[config.mk]
export PLATFORM = sky130hd
export DESIGN_NAME = lattice_site_halo_index
export DESIGN_NICKNAME = d
export VERILOG_FILES = /design/src/hw/rtl/lshi_pkg.sv /design/src/hw/rtl/lattice_site_halo_index.sv /design/src/hw/rtl/lshi_wrap.sv /design/src/hw/rtl/lshi_select.sv /design/src/hw/rtl/lshi_index.sv
export SDC_FILE = /design/constraint.sdc
export NUM_CORES = 2
export LEC_CHECK = 0
export BUFFER_PORTS_ARGS = -buffer_cell sky130_fd_sc_hd__buf_2
export CAP_MARGIN = 10
export CELL_PAD_IN_SITES_DETAIL_PLACEMENT = 1
export CELL_PAD_IN_SITES_GLOBAL_PLACEMENT = 1
export CORE_ASPECT_RATIO = 0.75
export CORE_UTILIZATION = 45
export DETAILED_ROUTE_END_ITERATION = 10
export PLACE_DENSITY = 0.77
export SYNTH_ARGS = -nofsm -noshare
export SYNTH_HDL_FRONTEND = slang
export SYNTH_SLANG_ARGS = --single-unit
[constraint.sdc]
create_clock -name clk -period 19.15 [get_ports clk]
set_input_delay 1.915 -clock clk [delete_from_list [all_inputs] [get_ports clk]]
set_output_delay 1.915 -clock clk [all_outputs]
set_load 0.03 [all_outputs]
[src/hw/rtl/lshi_pkg.sv]
`timescale 1ns / 1ps
// Shared constants, types and helpers of the lattice site halo index block.
package lshi_pkg;

  localparam int NUM_DIMS   = 4;
  localparam int COORD_W    = 10;
  localparam int IDX_W      = 33;
  localparam int OFS_W      = 32;
  localparam int CFG_IDX_W  = 3;
  localparam int CFG_DATA_W = 64;

  // modulo unit: quotient bits resolved per pipeline stage
  localparam int DIV_STEPS  = 2;
  localparam int DIV_STAGES = COORD_W / DIV_STEPS;

  // configuration register indexes
  localparam logic [CFG_IDX_W-1:0] CFG_LOCAL_SIZES   = 3'd0;
  localparam logic [CFG_IDX_W-1:0] CFG_GLOBAL_SIZES  = 3'd1;
  localparam logic [CFG_IDX_W-1:0] CFG_PARALLEL_MASK = 3'd2;
  localparam logic [CFG_IDX_W-1:0] CFG_LOCAL_VOLUME  = 3'd3;
  localparam logic [CFG_IDX_W-1:0] CFG_BORDER_VOLUME = 3'd4;
  localparam logic [CFG_IDX_W-1:0] CFG_OFFSETS_LOW   = 3'd5;
  localparam logic [CFG_IDX_W-1:0] CFG_OFFSETS_HIGH  = 3'd6;

  typedef logic [1:0] dim_t;

  // halo base info handed from selection to index arithmetic
  typedef struct packed {
    logic             found;
    logic             fwd;
    logic [IDX_W-1:0] base;
  } lshi_sel_t;

  // width of a wrapped coordinate: wrapped value or unwrapped signed input
  function automatic int coord_xw(input int size_bits);
    return (size_bits + 1 > COORD_W) ? size_bits + 1 : COORD_W;
  endfunction

  // k-th of the three dimensions other than d, ascending
  function automatic dim_t other_dim(input dim_t d, input dim_t k);
    return (k < d) ? k : dim_t'(k + 2'd1);
  endfunction

endpackage

[src/hw/rtl/lattice_site_halo_index.sv]
`timescale 1ns / 1ps
// Lattice site halo index: 4D coordinate to local or halo site index, top level.
//
// Maps a 4D coordinate, possibly one step outside the local box, to a local
// or halo site index. The block is fully pipelined: it takes one coordinate
// per clock while the output side does not stall. The pipeline holds the
// periodic wrap, a modulo unit of five stages resolving two quotient bits
// each plus sign and fixup stages, two classification/selection stages, and
// three multiply-add stages followed by the output register. A stall on the
// output holds each stage; empty stages keep filling. Configuration is to be
// written through the plain write port only while no coordinate is in flight;
// the block itself does not enforce this.
module lattice_site_halo_index import lshi_pkg::*; #(
  parameter int SIZE_BITS = 8
) (
  input  logic                  clk,
  input  logic                  rst,
  // input coordinates
  input  logic                  s_tvalid,
  output logic                  s_tready,
  input  logic [39:0]           s_tdata,   // coord_dim0, coord_dim1, coord_dim2, coord_dim3
  // results
  output logic                  m_tvalid,
  input  logic                  m_tready,
  output logic [39:0]           m_tdata,   // site_index, zero fill
  output logic                  m_tuser,   // found
  // configuration
  input  logic                  cfg_we,
  input  logic [CFG_IDX_W-1:0]  cfg_index,
  input  logic [CFG_DATA_W-1:0] cfg_data
);

  localparam int XW = coord_xw(SIZE_BITS);

  logic [31:0]         local_sizes;
  logic [31:0]         global_sizes;
  logic [NUM_DIMS-1:0] parallel_mask;
  logic [31:0]         local_volume;
  logic [31:0]         border_volume;
  logic [63:0]         border_offsets_low;
  logic [63:0]         border_offsets_high;

  logic [NUM_DIMS-1:0][SIZE_BITS-1:0] lsize, gsize;
  logic [NUM_DIMS-1:0][OFS_W-1:0]     offs;
  logic [63:0]                        lsize_ext, gsize_ext;

  logic                               w_valid, w_ready;
  logic [NUM_DIMS-1:0][XW-1:0]        w_x;
  logic                               c_valid, c_ready;
  logic [NUM_DIMS-1:0][XW-1:0]        c_a;
  logic [NUM_DIMS-1:1][SIZE_BITS-1:0] c_s;
  lshi_sel_t                          c_sel;
  logic [IDX_W-1:0]                   site_index;
  logic                               found;

  // configuration registers
  always_ff @(posedge clk) begin
    if (rst) begin
      local_sizes         <= 32'h0101_0101;
      global_sizes        <= 32'h0101_0101;
      parallel_mask       <= '0;
      local_volume        <= 32'd1;
      border_volume       <= '0;
      border_offsets_low  <= '0;
      border_offsets_high <= '0;
    end else if (cfg_we) begin
      case (cfg_index)
        CFG_LOCAL_SIZES:   local_sizes         <= cfg_data[31:0];
        CFG_GLOBAL_SIZES:  global_sizes        <= cfg_data[31:0];
        CFG_PARALLEL_MASK: parallel_mask       <= cfg_data[NUM_DIMS-1:0];
        CFG_LOCAL_VOLUME:  local_volume        <= cfg_data[31:0];
        CFG_BORDER_VOLUME: border_volume       <= cfg_data[31:0];
        CFG_OFFSETS_LOW:   border_offsets_low  <= cfg_data;
        CFG_OFFSETS_HIGH:  border_offsets_high <= cfg_data;
        default: ;
      endcase
    end
  end

  // unpack extents, dimension 0 in the most significant field
  assign lsize_ext = {32'd0, local_sizes};
  assign gsize_ext = {32'd0, global_sizes};

  always_comb begin
    for (int d = 0; d < NUM_DIMS; d++) begin
      lsize[d] = lsize_ext[(NUM_DIMS-1-d)*SIZE_BITS +: SIZE_BITS];
      gsize[d] = gsize_ext[(NUM_DIMS-1-d)*SIZE_BITS +: SIZE_BITS];
    end
  end

  assign offs[0] = border_offsets_low[31:0];
  assign offs[1] = border_offsets_low[63:32];
  assign offs[2] = border_offsets_high[31:0];
  assign offs[3] = border_offsets_high[63:32];

  lshi_wrap #(.SIZE_BITS(SIZE_BITS)) u_wrap (
    .clk       (clk),
    .rst       (rst),
    .in_valid  (s_tvalid),
    .in_ready  (s_tready),
    .in_coord  (s_tdata[NUM_DIMS*COORD_W-1:0]),
    .gsize     (gsize),
    .out_valid (w_valid),
    .out_ready (w_ready),
    .out_x     (w_x)
  );

  lshi_select #(.SIZE_BITS(SIZE_BITS)) u_select (
    .clk       (clk),
    .rst       (rst),
    .in_valid  (w_valid),
    .in_ready  (w_ready),
    .in_x      (w_x),
    .lsize     (lsize),
    .gsize     (gsize),
    .pmask     (parallel_mask),
    .lvol      (local_volume),
    .offs      (offs),
    .out_valid (c_valid),
    .out_ready (c_ready),
    .out_a     (c_a),
    .out_s     (c_s),
    .out_sel   (c_sel)
  );

  lshi_index #(.SIZE_BITS(SIZE_BITS)) u_index (
    .clk       (clk),
    .rst       (rst),
    .in_valid  (c_valid),
    .in_ready  (c_ready),
    .in_a      (c_a),
    .in_s      (c_s),
    .in_sel    (c_sel),
    .half_vol  (border_volume >> 1),
    .out_valid (m_tvalid),
    .out_ready (m_tready),
    .out_index (site_index),
    .out_found (found)
  );

  assign m_tdata = {7'd0, site_index};
  assign m_tuser = found;

`ifndef SYNTHESIS
  // a miss always carries a zero index
  assert property (@(posedge clk) disable iff (rst) (m_tvalid && !m_tuser) |-> (m_tdata == '0))
    else $error("not-found result with nonzero index");

  // pipeline is empty right after reset
  assert property (@(posedge clk) $past(rst) |-> !m_tvalid)
    else $error("result valid right after reset");

  // a taking sink never back-pressures the input
  assert property (@(posedge clk) m_tready |-> s_tready)
    else $error("input stalled while output is being taken");

  // input only stalls behind a waiting result
  assert property (@(posedge clk) !s_tready |-> m_tvalid)
    else $error("input stalled with empty output register");
`endif

endmodule

[src/hw/rtl/lshi_wrap.sv]
`timescale 1ns / 1ps
// Pipelined periodic wrap of the four coordinates into their global sizes.
module lshi_wrap import lshi_pkg::*; #(
  parameter int SIZE_BITS = 8,
  localparam int XW = coord_xw(SIZE_BITS)
) (
  input  logic                               clk,
  input  logic                               rst,
  input  logic                               in_valid,
  output logic                               in_ready,
  input  logic [NUM_DIMS-1:0][COORD_W-1:0]   in_coord,
  input  logic [NUM_DIMS-1:0][SIZE_BITS-1:0] gsize,
  output logic                               out_valid,
  input  logic                               out_ready,
  output logic [NUM_DIMS-1:0][XW-1:0]        out_x
);

  localparam int NST = DIV_STAGES + 2;

  logic [NST-1:0] vld;
  logic [NST-1:0] adv;

  logic [NUM_DIMS-1:0][COORD_W-1:0]   raw_q [DIV_STAGES+1];
  logic [NUM_DIMS-1:0]                neg_q [DIV_STAGES+1];
  logic [NUM_DIMS-1:0][COORD_W-1:0]   mag_q [DIV_STAGES+1];
  logic [NUM_DIMS-1:0][SIZE_BITS-1:0] rem_q [DIV_STAGES+1];
  logic [NUM_DIMS-1:0][SIZE_BITS-1:0] rem_next [DIV_STAGES];
  logic [NUM_DIMS-1:0][XW-1:0]        x_next;

  // one restoring step: shift in a bit, subtract the divisor if it fits
  function automatic logic [SIZE_BITS-1:0] div_step(
    input logic [SIZE_BITS-1:0] r,
    input logic                 b,
    input logic [SIZE_BITS-1:0] g
  );
    logic [SIZE_BITS:0] t;
    t = {r, b};
    if (t >= {1'b0, g}) begin
      t = t - {1'b0, g};
    end
    return t[SIZE_BITS-1:0];
  endfunction

  // stall chain: a stage moves when it is empty or its successor moves
  always_comb begin
    adv[NST-1] = !vld[NST-1] || out_ready;
    for (int i = NST - 2; i >= 0; i--) begin
      adv[i] = !vld[i] || adv[i+1];
    end
  end

  assign in_ready  = adv[0];
  assign out_valid = vld[NST-1];

  always_ff @(posedge clk) begin
    if (rst) begin
      vld <= '0;
    end else begin
      if (adv[0]) begin
        vld[0] <= in_valid;
      end
      for (int i = 1; i < NST; i++) begin
        if (adv[i]) begin
          vld[i] <= vld[i-1];
        end
      end
    end
  end

  // remainder steps of each division stage
  always_comb begin
    for (int s = 0; s < DIV_STAGES; s++) begin
      for (int d = 0; d < NUM_DIMS; d++) begin
        rem_next[s][d] = rem_q[s][d];
        for (int j = 0; j < DIV_STEPS; j++) begin
          rem_next[s][d] = div_step(rem_next[s][d], mag_q[s][d][COORD_W-1-j], gsize[d]);
        end
      end
    end
  end

  // sign fixup; a zero global size leaves the coordinate unwrapped
  always_comb begin
    for (int d = 0; d < NUM_DIMS; d++) begin
      if (gsize[d] == '0) begin
        x_next[d] = XW'($signed(raw_q[DIV_STAGES][d]));
      end else if (neg_q[DIV_STAGES][d] && rem_q[DIV_STAGES][d] != '0) begin
        x_next[d] = XW'(gsize[d] - rem_q[DIV_STAGES][d]);
      end else begin
        x_next[d] = XW'(rem_q[DIV_STAGES][d]);
      end
    end
  end

  // datapath registers
  always_ff @(posedge clk) begin
    if (adv[0]) begin
      for (int d = 0; d < NUM_DIMS; d++) begin
        raw_q[0][d] <= in_coord[d];
        neg_q[0][d] <= in_coord[d][COORD_W-1];
        mag_q[0][d] <= in_coord[d][COORD_W-1] ? COORD_W'(-in_coord[d]) : in_coord[d];
        rem_q[0][d] <= '0;
      end
    end
    for (int s = 1; s <= DIV_STAGES; s++) begin
      if (adv[s]) begin
        raw_q[s] <= raw_q[s-1];
        neg_q[s] <= neg_q[s-1];
        rem_q[s] <= rem_next[s-1];
        for (int d = 0; d < NUM_DIMS; d++) begin
          mag_q[s][d] <= mag_q[s-1][d] << DIV_STEPS;
        end
      end
    end
    if (adv[NST-1]) begin
      out_x <= x_next;
    end
  end

endmodule

[src/hw/rtl/lshi_select.sv]
`timescale 1ns / 1ps
// Local / face classification and selection of the index operands.
module lshi_select import lshi_pkg::*; #(
  parameter int SIZE_BITS = 8,
  localparam int XW = coord_xw(SIZE_BITS)
) (
  input  logic                               clk,
  input  logic                               rst,
  input  logic                               in_valid,
  output logic                               in_ready,
  input  logic [NUM_DIMS-1:0][XW-1:0]        in_x,
  input  logic [NUM_DIMS-1:0][SIZE_BITS-1:0] lsize,
  input  logic [NUM_DIMS-1:0][SIZE_BITS-1:0] gsize,
  input  logic [NUM_DIMS-1:0]                pmask,
  input  logic [OFS_W-1:0]                   lvol,
  input  logic [NUM_DIMS-1:0][OFS_W-1:0]     offs,
  output logic                               out_valid,
  input  logic                               out_ready,
  output logic [NUM_DIMS-1:0][XW-1:0]        out_a,
  output logic [NUM_DIMS-1:1][SIZE_BITS-1:0] out_s,
  output lshi_sel_t                          out_sel
);

  logic [1:0] vld;
  logic [1:0] adv;

  logic [NUM_DIMS-1:0][XW-1:0] x_q;
  logic                        loc_q;
  logic [NUM_DIMS-1:0]         face_q;
  logic [NUM_DIMS-1:0]         fwd_q;

  logic                        loc_next;
  logic [NUM_DIMS-1:0]         face_next;
  logic [NUM_DIMS-1:0]         fwd_next;
  logic [XW-1:0]               gm1;

  logic                               one_face;
  dim_t                               f;
  logic [NUM_DIMS-1:0][XW-1:0]        a_next;
  logic [NUM_DIMS-1:1][SIZE_BITS-1:0] s_next;
  lshi_sel_t                          sel_next;

  always_comb begin
    adv[1] = !vld[1] || out_ready;
    adv[0] = !vld[0] || adv[1];
  end

  assign in_ready  = adv[0];
  assign out_valid = vld[1];

  always_ff @(posedge clk) begin
    if (rst) begin
      vld <= '0;
    end else begin
      if (adv[0]) begin
        vld[0] <= in_valid;
      end
      if (adv[1]) begin
        vld[1] <= vld[0];
      end
    end
  end

  // per-dimension inside test and face test; forward wins over backward
  always_comb begin
    loc_next = 1'b1;
    gm1      = '0;
    for (int d = 0; d < NUM_DIMS; d++) begin
      gm1 = XW'(gsize[d]) - XW'(1);
      if (in_x[d][XW-1] || !(in_x[d] < XW'(lsize[d]))) begin
        loc_next = 1'b0;
      end
      fwd_next[d]  = pmask[d] && (in_x[d] == XW'(lsize[d]));
      face_next[d] = fwd_next[d] || (pmask[d] && (in_x[d] == gm1));
    end
  end

  // halo dimension, operand order and halo base
  always_comb begin
    one_face = (face_q != '0) && ((face_q & (face_q - 1'b1)) == '0);
    f = '0;
    for (int d = 0; d < NUM_DIMS; d++) begin
      if (face_q[d]) begin
        f = dim_t'(d);
      end
    end
    a_next   = '0;
    s_next   = '0;
    sel_next = '0;
    if (loc_q) begin
      a_next         = x_q;
      s_next         = lsize[NUM_DIMS-1:1];
      sel_next.found = 1'b1;
    end else if (one_face) begin
      for (int k = 0; k < NUM_DIMS - 1; k++) begin
        a_next[k+1] = x_q[other_dim(f, dim_t'(k))];
      end
      s_next[2]      = lsize[other_dim(f, dim_t'(1))];
      s_next[3]      = lsize[other_dim(f, dim_t'(2))];
      sel_next.found = 1'b1;
      sel_next.fwd   = fwd_q[f];
      sel_next.base  = IDX_W'(lvol) + IDX_W'(offs[f]);
    end
  end

  always_ff @(posedge clk) begin
    if (adv[0]) begin
      x_q    <= in_x;
      loc_q  <= loc_next;
      face_q <= face_next;
      fwd_q  <= fwd_next;
    end
    if (adv[1]) begin
      out_a   <= a_next;
      out_s   <= s_next;
      out_sel <= sel_next;
    end
  end

endmodule

[src/hw/rtl/lshi_index.sv]
`timescale 1ns / 1ps
// Row-major index by a three-stage multiply-add chain plus halo base.
module lshi_index import lshi_pkg::*; #(
  parameter int SIZE_BITS = 8,
  localparam int XW = coord_xw(SIZE_BITS)
) (
  input  logic                               clk,
  input  logic                               rst,
  input  logic                               in_valid,
  output logic                               in_ready,
  input  logic [NUM_DIMS-1:0][XW-1:0]        in_a,
  input  logic [NUM_DIMS-1:1][SIZE_BITS-1:0] in_s,
  input  lshi_sel_t                          in_sel,
  input  logic [OFS_W-1:0]                   half_vol,
  output logic                               out_valid,
  input  logic                               out_ready,
  output logic [IDX_W-1:0]                   out_index,
  output logic                               out_found
);

  localparam int NST = 4;

  logic [NST-1:0] vld;
  logic [NST-1:0] adv;

  logic [IDX_W-1:0]     acc0, acc1, acc2;
  logic [IDX_W-1:0]     base0, base1, base2;
  logic [2:0]           found_q;
  logic [XW-1:0]        a2_q0, a3_q0, a3_q1;
  logic [SIZE_BITS-1:0] s2_q0, s3_q0, s3_q1;

  always_comb begin
    adv[NST-1] = !vld[NST-1] || out_ready;
    for (int i = NST - 2; i >= 0; i--) begin
      adv[i] = !vld[i] || adv[i+1];
    end
  end

  assign in_ready  = adv[0];
  assign out_valid = vld[NST-1];

  always_ff @(posedge clk) begin
    if (rst) begin
      vld <= '0;
    end else begin
      if (adv[0]) begin
        vld[0] <= in_valid;
      end
      for (int i = 1; i < NST; i++) begin
        if (adv[i]) begin
          vld[i] <= vld[i-1];
        end
      end
    end
  end

  // arithmetic wraps modulo 2^IDX_W; coordinates are sign extended
  always_ff @(posedge clk) begin
    if (adv[0]) begin
      acc0 <= IDX_W'(IDX_W'($signed(in_a[0])) * IDX_W'(in_s[1]))
              + IDX_W'($signed(in_a[1]));
      base0      <= in_sel.base + (in_sel.fwd ? IDX_W'(half_vol) : '0);
      found_q[0] <= in_sel.found;
      a2_q0      <= in_a[2];
      a3_q0      <= in_a[3];
      s2_q0      <= in_s[2];
      s3_q0      <= in_s[3];
    end
    if (adv[1]) begin
      acc1       <= IDX_W'(acc0 * IDX_W'(s2_q0)) + IDX_W'($signed(a2_q0));
      base1      <= base0;
      found_q[1] <= found_q[0];
      a3_q1      <= a3_q0;
      s3_q1      <= s3_q0;
    end
    if (adv[2]) begin
      acc2       <= IDX_W'(acc1 * IDX_W'(s3_q1)) + IDX_W'($signed(a3_q1));
      base2      <= base1;
      found_q[2] <= found_q[1];
    end
    if (adv[3]) begin
      out_index <= found_q[2] ? acc2 + base2 : '0;
      out_found <= found_q[2];
    end
  end

endmodule

=== After elaboration in Yosys (flattened, before gate mapping) ===
Memories as Yosys holds them, arrays and structs flattened.
Cells that the tools add are included.

* Output and inout port bits: 43
* Register bits: 750
* Bits in latches: 0
* RAM bits: 696
* Word-level logic and storage cells: 353
* Memory bits (read-only): 0
* Bits of input ports: 112
* Memories kept: 4

* Reduce and logical (&&, ||, !) cells: 71
* Multiply operators: 3
* Muxes and demuxes: 91
* Div/mod/pow operators: 0
* Equal/unequal tests: 14
* Bitwise operators: 2
* Magnitude comparators: 51
* Add/sub/neg operators: 59
* Shift operators: 0

{| class="wikitable"
|+ Memory list
! name !! words !! bits a word !! read ports !! clocked after Yosys merged registers in !! wr ports !! line !! text
|-
| u_wrap.mag_q || 6 || 40 || 5 || 0 || 6 || lshi_wrap.sv:25 || <nowiki>logic [NUM_DIMS-1:0][COORD_W-1:0] mag_q [DIV_STAGES+1];</nowiki>
|-
| u_wrap.raw_q || 6 || 40 || 6 || 0 || 6 || lshi_wrap.sv:23 || <nowiki>logic [NUM_DIMS-1:0][COORD_W-1:0] raw_q [DIV_STAGES+1];</nowiki>
|-
| u_wrap.rem_q || 6 || 32 || 6 || 0 || 6 || lshi_wrap.sv:26 || <nowiki>logic [NUM_DIMS-1:0][SIZE_BITS-1:0] rem_q [DIV_STAGES+1];</nowiki>
|-
| u_wrap.neg_q || 6 || 4 || 6 || 0 || 6 || lshi_wrap.sv:24 || <nowiki>logic [NUM_DIMS-1:0] neg_q [DIV_STAGES+1];</nowiki>
|}

{| class="wikitable"
|+ Operator list
! operator !! count
|-
| 9-bit by 8-bit >= comparator with 1-bit output || 40
|-
| 8-bit two-way mux || 42
|-
| 8-bit subtractor || 40
|-
| 33-bit adder || 5
|-
| 10-bit two-way mux || 15
|-
| 33-bit by 8-bit multiplier with 33-bit output || 2
|-
| 32-bit binary-select mux with 2-bit select || 1
|-
| 10-bit binary-select mux with 2-bit select || 3
|-
| 30-bit two-way mux || 2
|-
| 10-bit == test || 4
|-
| 10-bit by 8-bit == test with 1-bit output || 4
|-
| 10-bit by 8-bit < comparator with 1-bit output || 4
|-
| 10-bit negator || 4
|-
| 8-bit by 1-bit subtractor with 9-bit output, second input constant || 4
|-
| 8-bit by 8-bit subtractor with 9-bit output || 4
|-
| 35-bit two-way mux || 1
|-
| 32-bit by 32-bit adder with 33-bit output || 1
|-
| 8-bit binary-select mux with 2-bit select || 2
|-
| 8-bit logical NOT || 4
|-
| 16-bit two-way mux || 2
|-
| 32-bit two-way mux || 1
|-
| 8-bit nonzero test || 4
|-
| 31-bit two-way mux || 1
|-
| 1-bit logical OR || 21
|-
| 21 further kinds || 80
|}

=== Logic depth before layout (Yosys ltp) ===
* Depth after elaboration: 16
* Gate-level depth with buffers: 29
* Gate-level depth less buffers: 28

=== Hierarchy ===
A second synthesis with hierarchy kept.

* Cell total of the unflattened synthesis: 7871
* Area total of the unflattened synthesis: 84831.4 µm²

{| class="wikitable"
|+ Modules (own cells, without submodules)
! module !! sequential area each (µm²) !! area an instance (µm²) !! instances !! cells an instance
|-
| lshi_wrap || 16355.7 || 34643.2 || 1 || 3063
|-
| lshi_index || 8368.0 || 29519.6 || 1 || 2843
|-
| lshi_select || 4484.3 || 10352.4 || 1 || 1030
|-
| lattice_site_halo_index || 5185.0 || 10316.1 || 1 || 935
|}

=== Worst setup path after synthesis ===
Ideal clock, no wire load.

* Path kind: input to output
* Start point: input m_tready
* End point: output s_tready
* Slack: 10833 ps
* Data required time: 17235 ps
* Data arrival time: 6402 ps
* Stages: 9
* Path buffers: 1
* Cells stage by stage: nor2b_1 > and3_1 > and3_1 > and2_1 > inv_1 > nor2_1 > and2_1 > clkbuf_1 > nand4_1

* Cells in the longest elaborated chain, start to end: 13

{| class="wikitable"
|+ RTL lines
! element !! line !! text
|-
| start, declared || lattice_site_halo_index.sv:24 || <nowiki>input logic m_tready,</nowiki>
|-
| 1-bit logical OR || lshi_index.sv:33 || <nowiki>adv[NST-1] = !vld[NST-1] || out_ready;</nowiki>
|-
| 1-bit logical OR (3 in series) || lshi_index.sv:35 || <nowiki>adv[i] = !vld[i] || adv[i+1];</nowiki>
|-
| 1-bit logical OR || lshi_select.sv:44 || <nowiki>adv[1] = !vld[1] || out_ready;</nowiki>
|-
| 1-bit logical OR || lshi_select.sv:45 || <nowiki>adv[0] = !vld[0] || adv[1];</nowiki>
|-
| via u_select.adv[0] || lshi_select.sv:25 || <nowiki>logic [1:0] adv;</nowiki>
|-
| 1-bit logical OR || lshi_wrap.sv:46 || <nowiki>adv[NST-1] = !vld[NST-1] || out_ready;</nowiki>
|-
| 1-bit logical OR (6 in series) || lshi_wrap.sv:48 || <nowiki>adv[i] = !vld[i] || adv[i+1];</nowiki>
|-
| end, declared || lattice_site_halo_index.sv:20 || <nowiki>output logic s_tready,</nowiki>
|}

The timed path passes the listed nets, and every way through them passes these cells.

=== Final worst setup path ===
Same ends and word-level chain as after synthesis.

==> results.py <==
metrics = {
    "status": {
        "status": "complete, no violations",
    },
    "worst_setup_path": {
        "crit_type": "in -> out",
        "start_kind": "primary input",
        "crit_top_cell": "buf_4",
        "path_cells": "buf_2, nor2b_1, buf_4, and3_1, and3_1, and2_1, inv_2, buf_4, nor2_1, and2_1, nand4_1, buf_4, buf_2",
        "cp.arrival_ns": 5.13,
        "crit_path_end_kind": "output pin",
        "max_stage_delay_ns": 0.41,
        "critPathSlowestCell": "and2_1",
        "rrSetupSlack_ns": 12.36,
        "path_max_fanout": 50,
        "crit_required_ns": 17.24,
    },
    "clocking": {
        "tritoncts": "yes",
        "ctsHoldBuffers": 0,
        "clock-root-buffer": "clkbuf_16",
        "cts_made_buffers": 132,
        "cts_sinks": 1249,
        "cts-resized-gates": 0,
        "htree_num_levels": 4,
        "post-cts-setup-buffer-count": 0,
        "clock_path_buffers": 3,
        "path_clk_slew_ns": 0.06,
        "clk_latency_ns": 0.80,
    },
    "die": {
        "num_rows": 135,
        "ioPinCount": 155,
        "die_y_um": 373,
        "core-area_um2": 181000,
        "fp.dieW_um": 497,
        "die_area_um2": 185000,
        "floorplan.initialDensity_pct": 45.5,
    },
    "placement": {
        "io_buffers": 147,
        "dpl_worst_slack_ns": 12.20,
        "dpl.cell_count": 10200,
        "hpwl_mm": 170,
        "routabilityCongestion": 0.883,
    },
    "timing": {
        "tightest_slew_ns": 1.20,
        "slew_headroom_pct": 20.0,
        "fin_skew_ns": 0.0457,
        "rsz0062_at_grt": "no",
        "period_needed_ns": 7.05,
        "final-max-slew-violation-count": 0,
        "setup_ws_ns": 12.10,
        "timing_hold_violations_final": 0,
        "fin_setup_tns_ns": 0,
        "fin_crit_sh_pct": 36.8,
        "clock.fmax_mhz": 142,
        "finalSetupViolCount": 0,
    },
    "grt": {
        "grt_pass1_wl_mm": 356,
        "grt_overflow": 0,
        "grt_max_degree": 107,
        "grtUsageTotal_pct": 24.4,
        "grt_pass1_vias": 63000,
        "antenna_found_initial": 10,
    },
    "logic_synthesis": {
        "yosys_warnings": 0,
        "synth.top_cells.by_count": "1,136 x nand2_1, 977 x edfxtp_1, 772 x inv_1, 604 x ha_1, 532 x a21oi_1",
        "netlist_area_um2": 82500,
        "synth_area_leaders": "edfxtp_1 36%, fa_1 12%, ha_1 9.2%",
        "synthArstFlopShare_pct": 0,
        "synth_edf_count": 977,
        "yosys_register_bits": 1249,
        "yosysMostFrequentCell": "nand2_1",
        "post_synth_num_cell_types": 80,
        "syn_inst": 7785,
        "yosysSeqAreaShare_pct": 42.1,
        "yosysTopAreaCell": "edfxtp_1",
        "ys.flop_type": "edfxtp_1",
        "avgSynthCellArea_um2": 10.6,
        "synth_top_area_share_pct": 35.5,
    },
    "flow_run": {
        "maxCapViolations": 0,
    },
    "power_and_ir_drop": {
        "powerDensity_nw_per_um2": 119,
        "vdd_ir_drop_max_uv": 86.2,
        "p_total_uw": 10700,
        "power.leakage_uw": 0.0387,
    },
    "detailed_routing": {
        "drtIter0Drc": 4049,
        "ant_nets": 0,
        "vias_per_cell": 5.54,
        "routed_wl_mm": 225,
        "vias": 57800,
        "drc": 0,
        "first_pass_iters": 5,
        "routedWlPerCell_um": 21.6,
    },
    "layout": {
        "drive_gt1_share_pct": 8.44,
        "final_cells": 10400,
        "synthToLayoutAreaGrowth_pct": 9.48,
        "final_nets": 9137,
    },
    "hold_path": {
        "hold_class": "reg -> reg",
    },
}
critical path, delay by kind of cell:
family | cells | cell delay [ns]
and+or+nand+nor | 7 | 1.99
buffers and inverters | 6 | 1.16
cell type report:
type,instances,area [um2]
multi-input combinational,5564,44100
inverter,773,2910
sequential,1249,34800
clock inverter,65,698
tap,2397,3000
fill,19700,91100
timing repair buffer,205,1180
clock buffer,177,3620
antenna,7,17.5
per-layer routing:
| metal | GRT usage (%) | routed length [um] |
|---|---|---|
| met5 | 0 | 0 |
| met4 | 7.76 | 6030 |
| met3 | 3.02 | 10400 |
| met2 | 40.1 | 106000 |
| met1 | 33.3 | 102000 |
final timing paths:
path,start,endpoint,cells past startpoint
max,m_tready,s_tready,13
min,u_wrap.raw_q[4][15],u_wrap.raw_q[5][15],0
max reg2reg,u_select.out_s[1],u_index.acc0[21],24
min reg2reg,u_wrap.raw_q[4][15],u_wrap.raw_q[5][15],0
cells in the final DEF, fill, tap and decap left out, types with 83 or more instances in the layout:
cell	count
and2_1	291
edfxtp_1	977
xnor2_1	270
a21o_1	173
fa_1	496
mux2_2	213
ha_1	604
a21oi_1	532
nand4_1	83
nor2_1	388
o21ai_1	124
clkbuf_16	135
o21ai_0	226
buf_2	146
nand2_1	1133
mux2i_1	103
nor2b_1	87
xor2_1	158
nand2b_1	88
inv_1	767
dfxtp_1	272
cell families after synthesis:
kind of cell             after synthesis  share of synthesized area [%]
AND/OR/NAND/NOR                     2307                           12.8
AO/OA/AOI/OAI                       1404                           10.7
flip-flops                          1249                           42.1
adder cells (fa/ha/maj)             1100                           21.2
buffers and inverters                978                           4.48
XOR/XNOR                             428                           4.54
multiplexers                         318                           4.18
other                                  1                        0.00454
where the power goes:
| group | switching (uW) | internal (uW) |
|---|---|---|
| registers | 273 | 3450 |
| clock network | 1160 | 1460 |
| logic | 2270 | 2120 |
| total | 3700 | 7030 |
metrics by stage:
| stage | instance area, um2 | hold slack [ns] | utilization [%] |
|---|---|---|---|
| 6_report | 90400 | 0.414 | 49.8 |
| 5_1_grt | 90300 | 0.414 | 49.8 |
| 4_1_cts | 90300 | 0.415 | 49.8 |
| 3_5_place_dp | 86000 | 0.405 | 47.4 |
| 3_3_place_gp | 86000 | 0.400 | 47.4 |
| 2_1_floorplan | 82600 | 0.400 | - |
sequential cells by signal, summed over array words and instances (netlist names), 32 cells and up:
name	cells
u_index.base2	33
local_sizes	32
u_index.out_index	33
u_wrap.rem_q	160
u_index.base0	33
border_offsets_high	64
global_sizes	32
u_select.out_a	40
u_index.acc1	33
u_wrap.raw_q	218
u_wrap.mag_q	104
u_index.acc0	33
u_select.x_q	40
border_offsets_low	64
u_wrap.out_x	40
u_index.acc2	33
u_index.base1	33
u_select.out_sel	35
local_volume	32
Note: power is estimated with default switching activity, not from simulation.
